## src/hdl/bgpk_pkg.sv

```systemverilog
`timescale 1ns / 1ps
// battery gauge and power key monitor: shared constants, codes and types
// no dependencies

package bgpk_pkg;

   // field widths fixed by the request and response formats
   localparam int SAMPLE_BITS   = 10;
   localparam int COUNT_BITS    = 10;
   localparam int CODE_BITS     = 10;
   localparam int LEVEL_BITS    = 4;
   localparam int CHARGE_BITS   = 2;
   localparam int ADC_MAX_BITS  = 14;

   // parameter defaults
   localparam int SAMPLES_PER_AVERAGE_DEFAULT = 9;
   localparam int ADC_BITS_DEFAULT            = 10;

   localparam logic [COUNT_BITS-1:0] PRESS_TICKS_RESET = 10'd200;

   // request kinds
   localparam logic ACTION_KEY     = 1'b0;
   localparam logic ACTION_MONITOR = 1'b1;

   // charge status codes
   localparam logic [CHARGE_BITS-1:0] CHARGE_NONE     = 2'd0;
   localparam logic [CHARGE_BITS-1:0] CHARGE_CHARGING = 2'd1;
   localparam logic [CHARGE_BITS-1:0] CHARGE_FULL     = 2'd2;

   // monitor tick schedule
   localparam int TICK_BITS     = 6;
   localparam int TICK_LAST     = 51;
   localparam int SAMPLE_PERIOD = 5;
   localparam int CHARGE_PERIOD = 11;
   localparam int PHASE5_BITS   = $clog2(SAMPLE_PERIOD);
   localparam int PHASE11_BITS  = $clog2(CHARGE_PERIOD);

   // level thresholds on the 10-bit code scale, lowest and highest bound the valid band
   localparam int LEVEL_STEPS = 9;
   localparam logic [CODE_BITS-1:0] LEVEL_TOP [LEVEL_STEPS] = '{
      10'd716, 10'd885, 10'd893, 10'd899, 10'd912, 10'd925, 10'd942, 10'd963, 10'd1002
   };

   typedef struct packed {
      logic [CHARGE_BITS-1:0] charge_status;
      logic [LEVEL_BITS-1:0]  battery_level;
      logic [CODE_BITS-1:0]   average_code;
   } bgpk_status_type;

endpackage

```

## src/hdl/bgpk_if.sv

```systemverilog
`timescale 1ns / 1ps
// request and response channel interfaces, valid/ready handshake
// depends on bgpk_pkg

interface bgpk_req_if
   import bgpk_pkg::*;
   ();
   logic                   valid;
   logic                   ready;
   logic                   action;
   logic                   key_pressed;
   logic [SAMPLE_BITS-1:0] adc_sample;
   logic                   standby_pin;
   logic                   charge_pin;

   modport source (output valid, action, key_pressed, adc_sample, standby_pin, charge_pin,
                   input ready);
   modport sink   (input valid, action, key_pressed, adc_sample, standby_pin, charge_pin,
                   output ready);
endinterface

interface bgpk_rsp_if
   import bgpk_pkg::*;
   ();
   logic                   valid;
   logic                   ready;
   logic                   power_enable;
   logic [CHARGE_BITS-1:0] charge_status;
   logic [LEVEL_BITS-1:0]  battery_level;
   logic [CODE_BITS-1:0]   average_code;

   modport source (output valid, power_enable, charge_status, battery_level, average_code,
                   input ready);
   modport sink   (input valid, power_enable, charge_status, battery_level, average_code,
                   output ready);
endinterface

```

## src/hdl/bgpk_key_ctrl.sv

```systemverilog
`timescale 1ns / 1ps
// power key hold counter, press threshold register and power enable toggle
// depends on bgpk_pkg

module bgpk_key_ctrl
   import bgpk_pkg::*;
   (
   input  logic                  clock,
   input  logic                  reset,
   input  logic                  key_tick,
   input  logic                  key_pressed,
   input  logic                  csr_write_enable,
   input  logic [COUNT_BITS-1:0] csr_write_data,
   output logic                  power_on
   );

   logic [COUNT_BITS-1:0] press_ticks_ff;
   logic [COUNT_BITS-1:0] hold_count_ff, hold_count_in;
   logic                  power_on_ff, power_on_in;
   logic [COUNT_BITS-1:0] hold_next;

   always_comb begin
      hold_next     = hold_count_ff + 1'b1;
      hold_count_in = hold_count_ff;
      power_on_in   = power_on_ff;
      if (key_tick) begin
         if (key_pressed) begin
            if (hold_next == press_ticks_ff) begin
               hold_count_in = '0;
               power_on_in   = ~power_on_ff;
            end else begin
               hold_count_in = hold_next;
            end
         end else begin
            hold_count_in = '0;
         end
      end
   end

   always_ff @(posedge clock) begin
      if (reset) begin
         press_ticks_ff <= PRESS_TICKS_RESET;
         hold_count_ff  <= '0;
         power_on_ff    <= 1'b0;
      end else begin
         if (csr_write_enable) begin
            press_ticks_ff <= csr_write_data;
         end
         hold_count_ff <= hold_count_in;
         power_on_ff   <= power_on_in;
      end
   end

   assign power_on = power_on_ff;

endmodule

```

## src/hdl/bgpk_monitor.sv

```systemverilog
`timescale 1ns / 1ps
// monitor tick schedule: sample averaging, charger pin decode, level mapping
// depends on bgpk_pkg

module bgpk_monitor
   import bgpk_pkg::*;
   #(
   parameter int SAMPLES_PER_AVERAGE = SAMPLES_PER_AVERAGE_DEFAULT,
   parameter int ADC_BITS            = ADC_BITS_DEFAULT
   )
   (
   input  logic                   clock,
   input  logic                   reset,
   input  logic                   monitor_tick,
   input  logic [SAMPLE_BITS-1:0] adc_sample,
   input  logic                   standby_pin,
   input  logic                   charge_pin,
   input  logic                   power_on,
   output bgpk_status_type        status
   );

   localparam int SUM_BITS    = ADC_BITS + 4;
   localparam int CNT_BITS    = 4;
   localparam int DIV_LOG     = $clog2(SAMPLES_PER_AVERAGE);
   localparam int RECIP_SHIFT = SUM_BITS + DIV_LOG;
   localparam int RECIP_BITS  = RECIP_SHIFT + 1;
   localparam int PROD_BITS   = SUM_BITS + RECIP_BITS;
   localparam longint unsigned RECIP_VALUE =
      ((64'd1 << RECIP_SHIFT) + SAMPLES_PER_AVERAGE - 1) / SAMPLES_PER_AVERAGE;
   localparam logic [RECIP_BITS-1:0] RECIP = RECIP_BITS'(RECIP_VALUE);
   localparam int UP_SHIFT    = (ADC_BITS < CODE_BITS) ? (CODE_BITS - ADC_BITS) : 0;
   localparam int DOWN_SHIFT  = (ADC_BITS > CODE_BITS) ? (ADC_BITS - CODE_BITS) : 0;
   localparam int WIDE_BITS   = ADC_MAX_BITS + CODE_BITS;

   logic [TICK_BITS-1:0]    tick_ff, tick_in;
   logic [PHASE5_BITS-1:0]  phase5_ff, phase5_in;
   logic [PHASE11_BITS-1:0] phase11_ff, phase11_in;
   logic [SUM_BITS-1:0]     sum_ff, sum_in;
   logic [CNT_BITS-1:0]     count_ff, count_in;
   logic [ADC_BITS-1:0]     average_ff, average_in;
   logic [CHARGE_BITS-1:0]  charge_ff, charge_in;
   logic [LEVEL_BITS-1:0]   level_ff, level_in;

   logic [ADC_MAX_BITS-1:0] sample_ext;
   logic [ADC_BITS-1:0]     sample_w;
   logic [SUM_BITS-1:0]     sum_next;
   logic [CNT_BITS:0]       count_next;
   logic [PROD_BITS-1:0]    product;
   logic [WIDE_BITS-1:0]    code_wide;
   logic [CODE_BITS-1:0]    code;
   logic [LEVEL_BITS-1:0]   level_map;
   logic [ADC_MAX_BITS-1:0] average_ext;

   assign sample_ext = ADC_MAX_BITS'(adc_sample);
   assign sample_w   = sample_ext[ADC_BITS-1:0];
   assign sum_next   = sum_ff + SUM_BITS'(sample_w);
   assign count_next = {1'b0, count_ff} + 1'b1;

   // divide by the sample count as a multiply by a rounded-up reciprocal, exact over the sum range
   assign product = PROD_BITS'(sum_next) * PROD_BITS'(RECIP);

   // average brought to the 10-bit code scale
   assign code_wide = (WIDE_BITS'(average_ff) << UP_SHIFT) >> DOWN_SHIFT;
   assign code      = code_wide[CODE_BITS-1:0];

   always_comb begin
      level_map = LEVEL_BITS'(1);
      for (int i = 1; i < LEVEL_STEPS - 1; i++) begin
         if (code > LEVEL_TOP[i]) begin
            level_map = level_map + 1'b1;
         end
      end
   end

   always_comb begin
      tick_in    = tick_ff;
      phase5_in  = phase5_ff;
      phase11_in = phase11_ff;
      sum_in     = sum_ff;
      count_in   = count_ff;
      average_in = average_ff;
      charge_in  = charge_ff;
      level_in   = level_ff;
      if (monitor_tick) begin
         tick_in    = tick_ff + 1'b1;
         phase5_in  = (phase5_ff == PHASE5_BITS'(SAMPLE_PERIOD - 1)) ? '0 : phase5_ff + 1'b1;
         phase11_in = (phase11_ff == PHASE11_BITS'(CHARGE_PERIOD - 1)) ? '0
                                                                        : phase11_ff + 1'b1;
         if (phase5_in == '0) begin
            if (count_next == (CNT_BITS + 1)'(SAMPLES_PER_AVERAGE)) begin
               average_in = product[RECIP_SHIFT +: ADC_BITS];
               sum_in     = '0;
               count_in   = '0;
            end else begin
               sum_in   = sum_next;
               count_in = count_next[CNT_BITS-1:0];
            end
         end else if (phase11_in == '0) begin
            priority if (standby_pin && !charge_pin) begin
               charge_in = CHARGE_CHARGING;
            end else if (!standby_pin && charge_pin) begin
               charge_in = CHARGE_FULL;
            end else begin
               charge_in = CHARGE_NONE;
            end
         end else if (tick_in == TICK_BITS'(TICK_LAST)) begin
            // end of the schedule: restart all phases, refresh level if the code is in band
            tick_in    = '0;
            phase5_in  = '0;
            phase11_in = '0;
            if (code >= LEVEL_TOP[0] && code <= LEVEL_TOP[LEVEL_STEPS-1]) begin
               level_in = power_on ? level_map : '0;
            end
         end
      end
   end

   always_ff @(posedge clock) begin
      if (reset) begin
         tick_ff    <= '0;
         phase5_ff  <= '0;
         phase11_ff <= '0;
         sum_ff     <= '0;
         count_ff   <= '0;
         average_ff <= '0;
         charge_ff  <= CHARGE_NONE;
         level_ff   <= '0;
      end else begin
         tick_ff    <= tick_in;
         phase5_ff  <= phase5_in;
         phase11_ff <= phase11_in;
         sum_ff     <= sum_in;
         count_ff   <= count_in;
         average_ff <= average_in;
         charge_ff  <= charge_in;
         level_ff   <= level_in;
      end
   end

   assign average_ext          = ADC_MAX_BITS'(average_ff);
   assign status.charge_status = charge_ff;
   assign status.battery_level = level_ff;
   assign status.average_code  = average_ext[CODE_BITS-1:0];

endmodule

```

## src/hdl/battery_gauge_power_key_monitor_unit.sv

```systemverilog
`timescale 1ns / 1ps
// top level of the battery gauge and power key monitor
// depends on bgpk_pkg, bgpk_if, bgpk_key_ctrl and bgpk_monitor

// Each request is a key tick or a monitor tick and yields exactly one response,
// the power enable, charge status, battery level and latest average code as they
// stand after that tick. The key and monitor state registers are updated at the
// accepting edge and double as the response register, so the response is valid in
// the next cycle. One request per cycle is sustained; the only limit is the single
// response slot, which frees up in the same cycle that its response is taken, so a
// stalled response side stalls the request side and nothing else. The user must
// write the press threshold register through the csr port only while no request is
// in flight; the block does not enforce this. The register resets to 200 ticks.

module battery_gauge_power_key_monitor_unit
   import bgpk_pkg::*;
   #(
   parameter int SAMPLES_PER_AVERAGE = SAMPLES_PER_AVERAGE_DEFAULT,
   parameter int ADC_BITS            = ADC_BITS_DEFAULT
   )
   (
   input  logic                  clock,
   input  logic                  reset,
   bgpk_req_if.sink              req_bus,
   bgpk_rsp_if.source            rsp_bus,
   input  logic                  csr_write_enable,
   input  logic [COUNT_BITS-1:0] csr_write_data
   );

   logic            rsp_valid_ff, rsp_valid_in;
   logic            req_accept;
   logic            key_tick;
   logic            monitor_tick;
   logic            power_on;
   bgpk_status_type status;

   // the response slot is free when empty or being emptied this cycle
   assign req_bus.ready = !rsp_valid_ff || rsp_bus.ready;
   assign req_accept    = req_bus.valid && req_bus.ready;
   assign key_tick      = req_accept && (req_bus.action == ACTION_KEY);
   assign monitor_tick  = req_accept && (req_bus.action == ACTION_MONITOR);

   assign rsp_valid_in  = req_accept || (rsp_valid_ff && !rsp_bus.ready);

   always_ff @(posedge clock) begin
      if (reset) begin
         rsp_valid_ff <= 1'b0;
      end else begin
         rsp_valid_ff <= rsp_valid_in;
      end
   end

   bgpk_key_ctrl u_key_ctrl (
      .clock            (clock),
      .reset            (reset),
      .key_tick         (key_tick),
      .key_pressed      (req_bus.key_pressed),
      .csr_write_enable (csr_write_enable),
      .csr_write_data   (csr_write_data),
      .power_on         (power_on)
   );

   bgpk_monitor #(
      .SAMPLES_PER_AVERAGE (SAMPLES_PER_AVERAGE),
      .ADC_BITS            (ADC_BITS)
   ) u_monitor (
      .clock        (clock),
      .reset        (reset),
      .monitor_tick (monitor_tick),
      .adc_sample   (req_bus.adc_sample),
      .standby_pin  (req_bus.standby_pin),
      .charge_pin   (req_bus.charge_pin),
      .power_on     (power_on),
      .status       (status)
   );

   // state registers hold the response until the next request is taken
   assign rsp_bus.valid         = rsp_valid_ff;
   assign rsp_bus.power_enable  = power_on;
   assign rsp_bus.charge_status = status.charge_status;
   assign rsp_bus.battery_level = status.battery_level;
   assign rsp_bus.average_code  = status.average_code;

endmodule

```

## src/flat_wrapper.sv

```systemverilog
// flat-port wrapper written by rule: the top's interface ports become plain ports
module battery_gauge_power_key_monitor_unit_flat import bgpk_pkg::*;
#(
   parameter int SAMPLES_PER_AVERAGE = SAMPLES_PER_AVERAGE_DEFAULT,
   parameter int ADC_BITS            = ADC_BITS_DEFAULT
   )
  (clock, reset, csr_write_enable, csr_write_data, req_bus_valid, req_bus_action, req_bus_key_pressed, req_bus_adc_sample, req_bus_standby_pin, req_bus_charge_pin, req_bus_ready, rsp_bus_valid, rsp_bus_power_enable, rsp_bus_charge_status, rsp_bus_battery_level, rsp_bus_average_code, rsp_bus_ready);
  bgpk_req_if req_bus_i ();
  bgpk_rsp_if rsp_bus_i ();
  input  logic clock;
  input  logic reset;
  input  logic csr_write_enable;
  input  logic [COUNT_BITS-1:0] csr_write_data;
  input wire logic [$bits(req_bus_i.valid)-1:0] req_bus_valid;
  input wire logic [$bits(req_bus_i.action)-1:0] req_bus_action;
  input wire logic [$bits(req_bus_i.key_pressed)-1:0] req_bus_key_pressed;
  input wire logic [$bits(req_bus_i.adc_sample)-1:0] req_bus_adc_sample;
  input wire logic [$bits(req_bus_i.standby_pin)-1:0] req_bus_standby_pin;
  input wire logic [$bits(req_bus_i.charge_pin)-1:0] req_bus_charge_pin;
  output wire logic [$bits(req_bus_i.ready)-1:0] req_bus_ready;
  output wire logic [$bits(rsp_bus_i.valid)-1:0] rsp_bus_valid;
  output wire logic [$bits(rsp_bus_i.power_enable)-1:0] rsp_bus_power_enable;
  output wire logic [$bits(rsp_bus_i.charge_status)-1:0] rsp_bus_charge_status;
  output wire logic [$bits(rsp_bus_i.battery_level)-1:0] rsp_bus_battery_level;
  output wire logic [$bits(rsp_bus_i.average_code)-1:0] rsp_bus_average_code;
  input wire logic [$bits(rsp_bus_i.ready)-1:0] rsp_bus_ready;
  assign req_bus_i.valid = req_bus_valid;
  assign req_bus_i.action = req_bus_action;
  assign req_bus_i.key_pressed = req_bus_key_pressed;
  assign req_bus_i.adc_sample = req_bus_adc_sample;
  assign req_bus_i.standby_pin = req_bus_standby_pin;
  assign req_bus_i.charge_pin = req_bus_charge_pin;
  assign req_bus_ready = req_bus_i.ready;
  assign rsp_bus_valid = rsp_bus_i.valid;
  assign rsp_bus_power_enable = rsp_bus_i.power_enable;
  assign rsp_bus_charge_status = rsp_bus_i.charge_status;
  assign rsp_bus_battery_level = rsp_bus_i.battery_level;
  assign rsp_bus_average_code = rsp_bus_i.average_code;
  assign rsp_bus_i.ready = rsp_bus_ready;
  battery_gauge_power_key_monitor_unit #(.SAMPLES_PER_AVERAGE(SAMPLES_PER_AVERAGE), .ADC_BITS(ADC_BITS)) u_core (.clock(clock), .reset(reset), .req_bus(req_bus_i), .rsp_bus(rsp_bus_i), .csr_write_enable(csr_write_enable), .csr_write_data(csr_write_data));
endmodule
```

## config.mk

```make
export PLATFORM = sky130hd
export DESIGN_NAME = battery_gauge_power_key_monitor_unit_flat
export DESIGN_NICKNAME = d
export VERILOG_FILES = /design/src/hdl/bgpk_pkg.sv /design/src/hdl/bgpk_if.sv /design/src/hdl/bgpk_key_ctrl.sv /design/src/hdl/bgpk_monitor.sv /design/src/hdl/battery_gauge_power_key_monitor_unit.sv /design/src/flat_wrapper.sv
export SDC_FILE = /design/constraint.sdc
export NUM_CORES = 1
export LEC_CHECK = 0
export BUFFER_PORTS_ARGS = -buffer_cell sky130_fd_sc_hd__buf_2
export CORE_ASPECT_RATIO = 0.75
export CORE_MARGIN = 3
export CORE_UTILIZATION = 49
export DETAILED_ROUTE_END_ITERATION = 10
export PLACE_DENSITY = 0.67
export SLEW_MARGIN = 5
export SYNTH_ARGS = -nofsm -noshare
export SYNTH_HDL_FRONTEND = slang
export SYNTH_SLANG_ARGS = --single-unit
```

## constraint.sdc

```tcl
create_clock -name clock -period 12.79 [get_ports clock]
set_input_delay 1.279 -clock clock [delete_from_list [all_inputs] [get_ports clock]]
set_output_delay 1.279 -clock clock [all_outputs]
set_load 0.01 [all_outputs]
```

; Word level (Yosys, flattened, before mapping)
; Cells that the tools add are included.
[totals]
register_bits = 69
latchBits = 0
ram_bits = 0
romBits = 0
inputBits = 29
elab_cells = 88
memories = 0
[classes]
addsub = 12
mul = 1
n_div = 0
order_cmp = 9
eq_ne = 5
shifts = 0
mux = 25
n_bitwise = 4
n_reduce_logical = 20
[op_table]
columns = cell, n
row1 = $gt 10x10->1 const B, 7
row2 = $mux 4, 12
row3 = $mul 14x12->25 const B, 1
row4 = $add 4x1->4 const B, 6
row5 = $mux 10, 2
row6 = $mux 6, 3
row7 = $add 14x10->14, 1
row8 = $mux 14, 1
row9 = $mux 3, 4
row10 = $add 10x1->10 const B, 1
row11 = $eq 10x10->1, 1
row12 = $ge 10x10->1 const B, 1
row13 = $le 10x10->1 const B, 1
row14 = $reduce_and 3->1, 3
row15 = $logic_and 1x1->1, 7
row16 = $add 6x1->6 const B, 1
row17 = $eq 6x6->1 const B, 1
row18 = $mux 2, 3
row19 = $add 4x1->5 const B, 1
row20 = $eq 5x4->1 const B, 1
row21 = $reduce_and 5->1, 1
row22 = $eq 4x4->1 const B, 1
row23 = $logic_not 1->1, 4
row24 = $logic_not 4->1, 1
row25 = other kinds (7), 11

; Longest topological paths before layout
; Gate-level depths: netlist (run 1).
[depth]
word_depth = 15
ltp_mapped = 27
depth_no_buf = 27

; Cells and area by module
; From an unflattened synthesis (run 1), not the netlist that was laid out.
[unflattened]
cells_unflattened = 862
area_unflattened_um2 = 7337.0
[by_module_without_submodules]
columns = module, n_inst, cells_per_inst, area_per_inst_um2, seq_area_each_um2
row1 = bgpk_monitor, 1, 708, 5995.8, 940.9
row2 = bgpk_key_ctrl, 1, 148, 1280.0, 420.4
row3 = battery_gauge_power_key_monitor_unit, 1, 6, 61.3, 20.0

; Worst setup path before layout (run 1)
; No wires, ideal clock.
[synth_path]
path_kind = input-to-reg
start = in req_bus_adc_sample[0]
end = reg u_core.u_monitor.average_ff[6]
setup_time_ns = 0.062
t_arrival_ns = 7.331
required_ns = 12.728
path_slack_ns = 5.398
stages = 27
path_buffers = 1
cell_sequence = ha_1 inv_1 fa_1 nor2b_1 o2111ai_1 nand3_1 and2_0 buf_6 xnor2_1 xor2_1 ha_1 ha_1 inv_1 fa_1 inv_1 fa_1 inv_1 fa_1 inv_1 ha_1 and3_1 a221o_1 a21oi_1 o21ai_0 or3_1 a2111o_1 nand3_1
[synth_between]
elab_chain_len = 2
[synth_lines]
columns = item, line_no
row1 = "start, declared", flat_wrapper.sv:17  ; input wire logic [$bits(req_bus_i.adc_sample)-1:0] req_bus_adc_sample;
row2 = $add 14x10->14, bgpk_monitor.sv:56  ; assign sum_next = sum_ff + SUM_BITS'(sample_w);
row3 = $mul 14x12->25, bgpk_monitor.sv:60  ; assign product = PROD_BITS'(sum_next) * PROD_BITS'(RECIP);
row4 = "end signal, assigned", bgpk_monitor.sv:134  ; average_ff <= average_in;
row5 = "end, declared", bgpk_monitor.sv:40  ; logic [ADC_BITS-1:0] average_ff, average_in;
; No other way between the ends.
; A chain may end at the register's enable or synchronous reset.

; Worst setup path in the final report (run 1)
; Ends and elaborated chain as after synthesis.

==> results of run 1 <==
## area by class of cell
cell class              instances  share of cell area (%)
clock buffers                  10                    3.09
multi-input cells             649                    67.0
well taps                     175                    2.83
clock inverters                 6                    1.21
inverters                      99                    4.81
flip-flops and latches         69                    17.9
repair buffers                 48                    3.14
## registers in the layout, indices dropped and copies added, names as in the netlist
name,count
u_core.u_key_ctrl.press_ticks_ff,10
u_core.rsp_bus.valid,1
u_core.u_monitor.count_ff,4
u_core.u_monitor.phase5_ff,3
u_core.u_monitor.phase11_ff,4
u_core.u_monitor.tick_ff,6
u_core.u_monitor.sum_ff,14
u_core.u_key_ctrl.hold_count_ff,10
u_core.u_monitor.charge_ff,2
u_core.u_key_ctrl.power_on,1
u_core.u_monitor.level_ff,4
u_core.u_monitor.average_ff,10
## layout by cell type, fill, tap and decap left out, drive strengths merged, types with 6 or more instances in the layout
cell type | netlist | layout
fa | 32 | 32
o21ai | 33 | 33
nand4 | 6 | 6
xnor2 | 29 | 29
a31oi | 9 | 9
nand3 | 33 | 33
a21oi | 50 | 50
nor3b | 7 | 7
nor2 | 62 | 62
dfxtp | 69 | 69
a211oi | 13 | 13
a22oi | 9 | 9
mux2i | 14 | 14
buf | 6 | 48
clkbuf | 16 | 10
nor2b | 8 | 8
or2 | 6 | 6
and3 | 13 | 13
inv | 99 | 101
nor3 | 20 | 20
xor2 | 25 | 25
a21o | 18 | 18
ha | 96 | 96
and2 | 7 | 7
nand2b | 9 | 9
nand2 | 66 | 66
## where the power goes
part           total, mW  switching, mW  internal (mW)
clock network      0.278         0.0998          0.178
registers          0.223        0.00420          0.219
logic              0.652          0.371          0.281
## kinds of logic (layout without fill, tap and decap cells)
kind of cell               after synthesis  count (layout)  share of synthesized area, %
buffers and inverters                  121             163                          6.74
xor gates and xnor gates                57              57                          7.84
adders and majority gates              128             128                          26.2
DFF                                     69              69                          19.6
muxes                                   15              15                          2.15
and+or+nand+nor                        265             265                          19.0
AOI/OAI and AO/OA                      184             184                          18.4
## worst max-delay path, delay by kind of cell
| kind | cells | cell delay (ns) |
|---|---|---|
| AO/OA/AOI/OAI | 5 | 1.39 |
| adder cells (fa/ha/maj) | 8 | 2.84 |
| AND/OR/NAND/NOR | 6 | 1.26 |
| buffers and inverters | 6 | 0.39 |
| XOR/XNOR | 2 | 0.87 |
## stage by stage
stage | area (um^2) | utilization [%] | power [mW] | hold WS [ns]
after floorplan | 7040 | - | 0.734 | 0.432
after global placement | 7400 | 53.3 | 0.870 | 0.438
after detailed placement | 7400 | 53.3 | 0.870 | 0.444
after CTS | 7730 | 55.7 | 1.16 | 0.452
after global routing | 7730 | 55.7 | 1.28 | 0.470
final | 7730 | 55.7 | 1.15 | 0.446
## path summary, 6_finish.rpt
kind	cells past startpoint	endpoint	slack, ns
worst min register to register	2	u_core.u_monitor.charge_ff[1]	0.45
worst max-delay path	27	u_core.u_monitor.average_ff[6]	4.99
worst min-delay path	2	u_core.u_monitor.charge_ff[1]	0.45
worst max register to register	26	u_core.u_monitor.average_ff[6]	5.72
## routing by layer
layer	track usage, %	vias up	wire length (um)
li1	-	3026	-
met1	34.7	2686	8960
met2	27.5	142	6070
met3	4.39	7	855
met4	3.00	0	70
met5	0	-	0
==> metrics.txt, run 1 <==
status=complete, no violations; crit path from=req_bus_adc_sample[0]; Commonest cells post-synth=inv_1 (98), ha_1 (96), dfxtp_1 (69); CP Class=input port to flip-flop; crit path time final=7.80 ns; wire length per cell=15.1 um; Crit path arrival time=around 8 ns; endpoint type of the worst setup path=flip-flop; # H-tree levels=3; CTS clk-pin slew, worst paths=roughly 0.06 ns; TritonCTS Sinks=69; CP max FO=9; multi-input logic area=slightly above 5000 um^2; diode count=0; I/O Buffers=47; ys async rst share=0%; CTS Buf Count=9; Slew Viols, Final=0; starting density of the core=between 50% and 60%; Mean Syn Cell Area=~8.4 um^2; Total GRT Usage=20.9%; vias per cell=5.55; share of cells above drive strength 1=10.4%; Max-Cap Viols=0; Worst IR Drop VDD=slightly below 0.00008 V; synthesized cell area=between 7000 and 8000 um^2; skew final=~0.0090 ns; Worst path slowest cell=xnor2_1; Critical Path RT=about 13 ns; worst setup margin=4.99 ns; cts hold-fix bufs=0; Synth warnings=0; Max stage delay on crit path=about 0.7 ns; FF-to-FF Start=u_core.u_monitor.sum_ff[0]; power density cells=roughly 150 nW/um^2; Synth Instances=about 840; routed vias=between 5000 and 6000; Total Neg Setup Slack=0 ns; full die area=approximately 16000 um^2; Yosys reg bits=~70; Area contributors post-synth=dfxtp_1 (20%), ha_1 (17%), fa_1 (9.1%), inv_1 (5.2%), a21oi_1 (3.6%); EDFF count, synth=0; Skew-Pair Late Insertion Delay=approximately 0.33 ns; Root Driver=clkbuf_16; GRT overflow=0; number of nets in the layout=between 1000 and 1500; Slew HR=a little over two fifths; Die H=between 100 and 150 um; storage element area=between 1000 and 1500 um^2; Core Region=~14000 um^2; Cell Rows=37; Fmax achieved=0.128 GHz; Cell variety after synth=85; worst-case clock buffer depth=2; RSZ-0062 raised after global routing=no; Post-CTS Setup Repair Bufs=0; CTS tree=done; Placed Cells=approximately 1000; number of fill cells=1301; Worst path most repeated cell=inv_1; initial DRC count=roughly 360; drt drc=0; top-area cell type share of the netlist area=around a fifth; global-route wire length before repair=roughly 27 mm; fin cells=between 1000 and 1500; Hold Path Origin=u_core.u_monitor.charge_ff[1]; Seq/Total Area, Yosys=approximately 20%; ys flop type=dfxtp_1; Final ANT Viol Nets=0; crit share post-route=61.0%; Slew @ Worst Pin=between 0.8 and 0.9 ns; setup violators final=0; initial antenna violation count=0; worst slack, placed=approximately 4.7 ns; Pre-Repair DR Iteration Count=5; vias in the first global route=between 5000 and 6000; io pins=between 40 and 50; final hold violations=0; CTS-repair resized insts=0; Area growth, synth to finish=9.83%; Startpoint Class=input port; most area-hungry cell type in the Yosys netlist=dfxtp_1; syn_nets=~1000; min-delay worst type=flip-flop to flip-flop; Leak=approximately 3.6 nW; post-DP HPWL=12.6 mm; count leader, synth=inv_1; routed wire length=approximately 16 mm; RePlAce Congestion=0.903; die width=around 140 um; largest net degree at the start of global routing=between 50 and 60
No activity file was read; power rests on OpenSTA's default activity.
==> run 2: changes to the inputs <==
--- a/config.mk
+++ b/config.mk
@@ -10,7 +10,7 @@
 export CORE_MARGIN = 3
 export CORE_UTILIZATION = 49
 export DETAILED_ROUTE_END_ITERATION = 10
-export PLACE_DENSITY = 0.67
+export PLACE_DENSITY = 0.69
 export SLEW_MARGIN = 5
 export SYNTH_ARGS = -nofsm -noshare
 export SYNTH_HDL_FRONTEND = slang
==> constraint.sdc (replaced) <==
create_clock -name clock -period 6.9 [get_ports clock]
set_input_delay 0.69 -clock clock [delete_from_list [all_inputs] [get_ports clock]]
set_output_delay 0.69 -clock clock [all_outputs]
set_load 0.01 [all_outputs]
==> metrics.txt, run 2 (synthesis results as in run 1) <==
storage element area=between 1000 and 1500 um^2; Slew @ Worst Pin=roughly 0.76 ns; Internal=between 1 and 1.5 mW; endpoint type of the worst setup path=flip-flop; number of nets in the layout=~1100; Worst path slowest cell=fa_1; routed vias=5990; Core Region=roughly 14000 um^2; RSZ-0062 raised after global routing=no; family with the most delay on the worst path=adder cells; Skew-Pair Late Insertion Delay=roughly 0.35 ns; Slew Viols, Final=0; R2R depth=25; sequential share of power=18.7%; status=complete, no violations; Max stage delay on crit path=between 0.5 and 0.6 ns; max FFs per register=14; CTS clk-pin slew, worst paths=0.06 ns; fin util=a little under three fifths; power density cells=approximately 280 nW/um^2; GRT overflow=0; CTS tree=done; CP Class=input port to flip-flop; WP depth=26; fin cells=1089; Leak=~3.8 nW; Hold Path Depth=2; multi-input logic area=5200 um^2; I/O Buffers=47; Startpoint Class=input port; routed wire length=16.3 mm; combinational power share=around 58%; diode count=0; Area growth, synth to finish=13.5%; vias in the first global route=5561; vias per cell=between 5 and 6; wire length per cell=roughly 15 um; Die H=110 um; final hold violations=0; share of cells above drive strength 1=13.9%; most flop-heavy register=u_core.u_monitor.sum_ff; largest net degree at the start of global routing=59; crit share post-route=between 90% and 100%; Clk network pwr share=a little under a quarter; initial antenna violation count=0; RePlAce Congestion=slightly above 0.9; starting density of the core=approximately half; io pins=48; setup violators final=0; drt drc=0; TritonCTS Sinks=between 60 and 70; Post-CTS Setup Repair Bufs=0; Critical Path RT=7.18 ns; Max-Cap Viols=0; worst-case clock buffer depth=2; Sw Pwr=just under 0.9 mW; initial DRC count=~350; Final ANT Viol Nets=0; Cell Rows=37; Pre-Repair DR Iteration Count=7; post-DP HPWL=approximately 13 mm; skew final=~0.016 ns; die width=approximately 140 um; full die area=~16000 um^2; CTS Buf Count=9; CP max FO=4; commonest non-fill, non-tap cells in the layout=inv_1 (98), ha_1 (96), dfxtp_1 (69); most common cell after layout, fill and taps aside=inv_1; Worst IR Drop VDD=approximately 0.00014 V; Net Sw Frac=about two fifths; # H-tree levels=3; number of fill cells=~1300; Fmax achieved=roughly 0.15 GHz; Total GRT Usage=a little over a fifth; crit path time final=roughly 6.6 ns; min-delay worst type=flip-flop to flip-flop; Placed Cells=approximately 1100; Crit path arrival time=approximately 7 ns; Bufs and invs on worst path=5; global-route wire length before repair=around 27 mm; Root Driver=clkbuf_16; Slew HR=49.4%
-- run 2: changes by cell type in the layout (fill, tap and decap cells not counted) --
cell / change
inv_6: -1
clkinv_4: -1
clkinvlp_4: +1
o41ai_2: +1
o41ai_1: -1
buf_4: +34
xnor2_2: +1
xnor2_1: -1
-- run 2: worst reg2reg max path, stage by stage (launching register included) --
cell and delay (ns):
dfxtp_1 0.37, ha_1 0.25, a211o_1 0.31, and3_4 0.18, o41a_4 0.37, a21oi_1 0.18
xnor2_1 0.26, xor2_1 0.12, ha_1 0.20, a21o_1 0.15, ha_1 0.27, inv_1 0.05
fa_1 0.47, inv_1 0.05, fa_1 0.53, inv_1 0.05, fa_1 0.52, inv_1 0.04
ha_1 0.30, and3_1 0.20, a221o_1 0.29, a21oi_1 0.19, o21ai_0 0.14, or3_1 0.41
a2111o_1 0.42, nand3_1 0.08
-- run 2: cell type report --
class	instances	area share (%)
Tap cell	175	2.74
Clock inverter	5	1.05
Clock buffer	10	2.99
Multi-Input combinational cell	649	65.0
Sequential cell	69	17.3
Timing Repair Buffer	82	6.23
Inverter	99	4.65
-- run 2: final timing paths --
check / slack (ns) / startpoint / to
setup / recovery: 0.30 / req_bus_adc_sample[1] / u_core.u_monitor.average_ff[6]
setup reg to reg: 0.43 / u_core.u_monitor.sum_ff[1] / u_core.u_monitor.average_ff[6]
hold / removal: 0.45 / u_core.u_monitor.charge_ff[1] / u_core.u_monitor.charge_ff[1]
hold reg to reg: 0.45 / u_core.u_monitor.charge_ff[1] / u_core.u_monitor.charge_ff[1]
-- run 2: power groups by stage --
| stage | clock network, mW | registers (mW) | logic [mW] |
|---|---|---|---|
| 6_report | 0.514 | 0.414 | 1.28 |
| 2_1_floorplan | 0 | 0.420 | 0.941 |
| 3_3_place_gp | 0 | 0.422 | 1.25 |
| 5_1_grt | 0.537 | 0.415 | 1.50 |
| 4_1_cts | 0.521 | 0.414 | 1.29 |
| 3_5_place_dp | 0 | 0.423 | 1.27 |
-- run 2: what timing repair did --
item	CTS	global route
resized for setup	0	2
hold buffers	0	0
setup endpoints to repair	0	3
-- run 2: metrics by stage --
stage / setup slack, ns / instance area [um^2] / setup TNS (ns) / total power, mW / hold WS (ns)
floorplan: 0.0969 / 7040 / 0 / 1.36 / 0.432
global placement: 0.00975 / 7650 / 0 / 1.68 / 0.444
detailed placement: -0.0635 / 7650 / -0.0997 / 1.69 / 0.443
CTS: 0.270 / 7980 / 0 / 2.22 / 0.454
global route: 0.0184 / 7990 / 0 / 2.46 / 0.469
finish: 0.304 / 7990 / 0 / 2.21 / 0.454
-- run 2: routing by layer --
layer	vias up	wire length (um)	part of all wire [%]	GRT usage, %
met3	12	978	6.0	4.30
met4	0	106	0.65	3.46
met2	140	6700	41	30.9
met1	2740	8560	52	32.8
met5	-	0	0	0
li1	3098	-	-	-
==> run 3: changes to the inputs <==
--- a/config.mk
+++ b/config.mk
@@ -9,6 +9,8 @@
 export CORE_ASPECT_RATIO = 0.75
 export CORE_MARGIN = 3
 export CORE_UTILIZATION = 49
+export CTS_BUF_LIST = sky130_fd_sc_hd__clkbuf_8
+export CTS_CLUSTER_SIZE = 14
 export DETAILED_ROUTE_END_ITERATION = 10
 export PLACE_DENSITY = 0.69
 export SLEW_MARGIN = 5
==> metrics.txt, run 3 (synthesis results as in run 1) <==
family with the most delay on the worst path=adder cells; TritonCTS Sinks=roughly 70; Root Driver=clkbuf_8; status=complete, no violations; endpoint type of the worst setup path=flip-flop; Hold Path Depth=2; post-DP HPWL=roughly 13 mm; CP max FO=4; routed vias=about 6000; share of cells above drive strength 1=roughly 14%; Bufs and invs on worst path=5; number of nets in the layout=approximately 1100; crit share post-route=a little over nine tenths; # H-tree levels=3; global-route wire length before repair=between 20 and 30 mm; fin cells=about 1100; Critical Path RT=about 7.2 ns; CTS clk-pin slew, worst paths=~0.080 ns; Hold Path Origin=u_core.u_monitor.charge_ff[0]; FF-to-FF Start=u_core.u_monitor.sum_ff[1]; RSZ-0062 raised after global routing=no; drt drc=0; CTS Buf Count=9; Placed Cells=~1100; most common cell after layout, fill and taps aside=inv_1; Max-Cap Viols=0; Startpoint Class=input port; Slew @ Worst Pin=between 0.7 and 0.8 ns; vias in the first global route=approximately 5500; Final Instance Area=between 7000 and 8000 um^2; fin util=56.8%; Crit path arrival time=between 6 and 7 ns; Placed Area=approximately 7700 um^2; Total GRT Usage=approximately a fifth; Post-CTS Setup Repair Bufs=0; I/O Buffers=47; Max stage delay on crit path=~0.53 ns; FF-to-FF End=u_core.u_monitor.average_ff[6]; final hold violations=0; most flop-heavy register=u_core.u_monitor.sum_ff; io pins=48; commonest non-fill, non-tap cells in the layout=inv_1 (98), ha_1 (96), dfxtp_1 (69); wire length per cell=~15 um; diode count=0; Cell Rows=37; Fmax achieved=around 0.15 GHz; Final ANT Viol Nets=0; initial DRC count=roughly 380; worst hold slack=0.458 ns; min-delay worst type=flip-flop to flip-flop; Area growth, synth to finish=12.1%; largest net degree at the start of global routing=59; Worst path slowest cell=fa_1; GRT overflow=0; Worst IR Drop VDD=roughly 0.00014 V; Die H=about 110 um; Leak=approximately 3.7 nW; worst-case clock buffer depth=2; crit path time final=around 6.6 ns; routed wire length=around 16 mm; power density cells=~260 nW/um^2; r2r setup slk=~0.44 ns; Core Region=between 10000 and 15000 um^2; CTS tree=done; skew final=~0.023 ns; vias per cell=around 5.5; die width=144 um; starting density of the core=roughly half; RePlAce Congestion=around 0.92; Worst Hold End=u_core.u_monitor.charge_ff[0]; Slew HR=approximately half; full die area=~16000 um^2; setup violators final=0; Pre-Repair DR Iteration Count=5; Slew Viols, Final=0; CP Class=input port to flip-flop; R2R depth=25; Skew-Pair Late Insertion Delay=around 0.37 ns; max FFs per register=14; initial antenna violation count=0
==> run 3: cell counts in the layout (fill, tap and decap cells not counted) <==
No cell type changed its count.
==> run 3: worst min-delay path, cell delays in order (launching register included) <==
cell     delay (ns)
dfxtp_1        0.32
nand2_1        0.05
a21oi_1        0.05
==> run 3: final cells by class <==
type                    count  area (um^2)
multi-input cells         649         5200
repair buffers             82          498
clock inverters             5         83.8
fillers                  1292         6000
flip-flops and latches     69         1380
inverters                  99          372
clock buffers              10          138
well taps                 175          219
==> run 3: power by group <==
| group | total [mW] | internal [mW] | leakage (nW) | switching, mW |
|---|---|---|---|---|
| Clock | 0.382 | 0.213 | 0.105 | 0.169 |
| Sequential | 0.413 | 0.406 | 0.559 | 0.00774 |
| Combinational | 1.28 | 0.583 | 3.08 | 0.700 |
| Total | 2.08 | 1.20 | 3.75 | 0.877 |
==> run 3: timing repair <==
item / 4_1_cts / 5_1_grt
endpoints found under the setup margin: 0 / 3
gates resized for setup: 0 / 2
hold endpoints to repair: 0 / 0
hold buffers: 0 / 0
==> run 3: stage by stage <==
stage	total power, mW	setup TNS (ns)	worst slack, ns
finish	2.08	0	0.328
global route	2.32	0	0.0360
CTS	2.09	0	0.291
detailed placement	1.69	-0.0997	-0.0635
global placement	1.68	0	0.00975
floorplan	1.36	0	0.0969
==> run 3: worst max path at each step <==
stage,start,to,slack [ns],cells after the start
3_5_place_dp,req_bus_adc_sample[1],u_core.u_monitor.average_ff[5],-0.06,27
3_3_place_gp,req_bus_adc_sample[1],u_core.u_monitor.average_ff[6],0.01,26
5_1_grt,req_bus_adc_sample[1],u_core.u_monitor.average_ff[9],0.04,22
6_report,req_bus_adc_sample[1],u_core.u_monitor.average_ff[6],0.33,26
2_1_floorplan,req_bus_adc_sample[0],u_core.u_monitor.average_ff[6],0.1,27
4_1_cts,req_bus_adc_sample[1],u_core.u_monitor.average_ff[5],0.29,27
==> run 3: layer usage <==
metal,vias to the layer above,part of all wire (%),global-route usage (%)
met1,2747,53,32.5
met4,0,0.48,3.00
li1,3100,-,-
met5,-,0,0
met3,8,5.8,4.30
met2,133,41,30.2
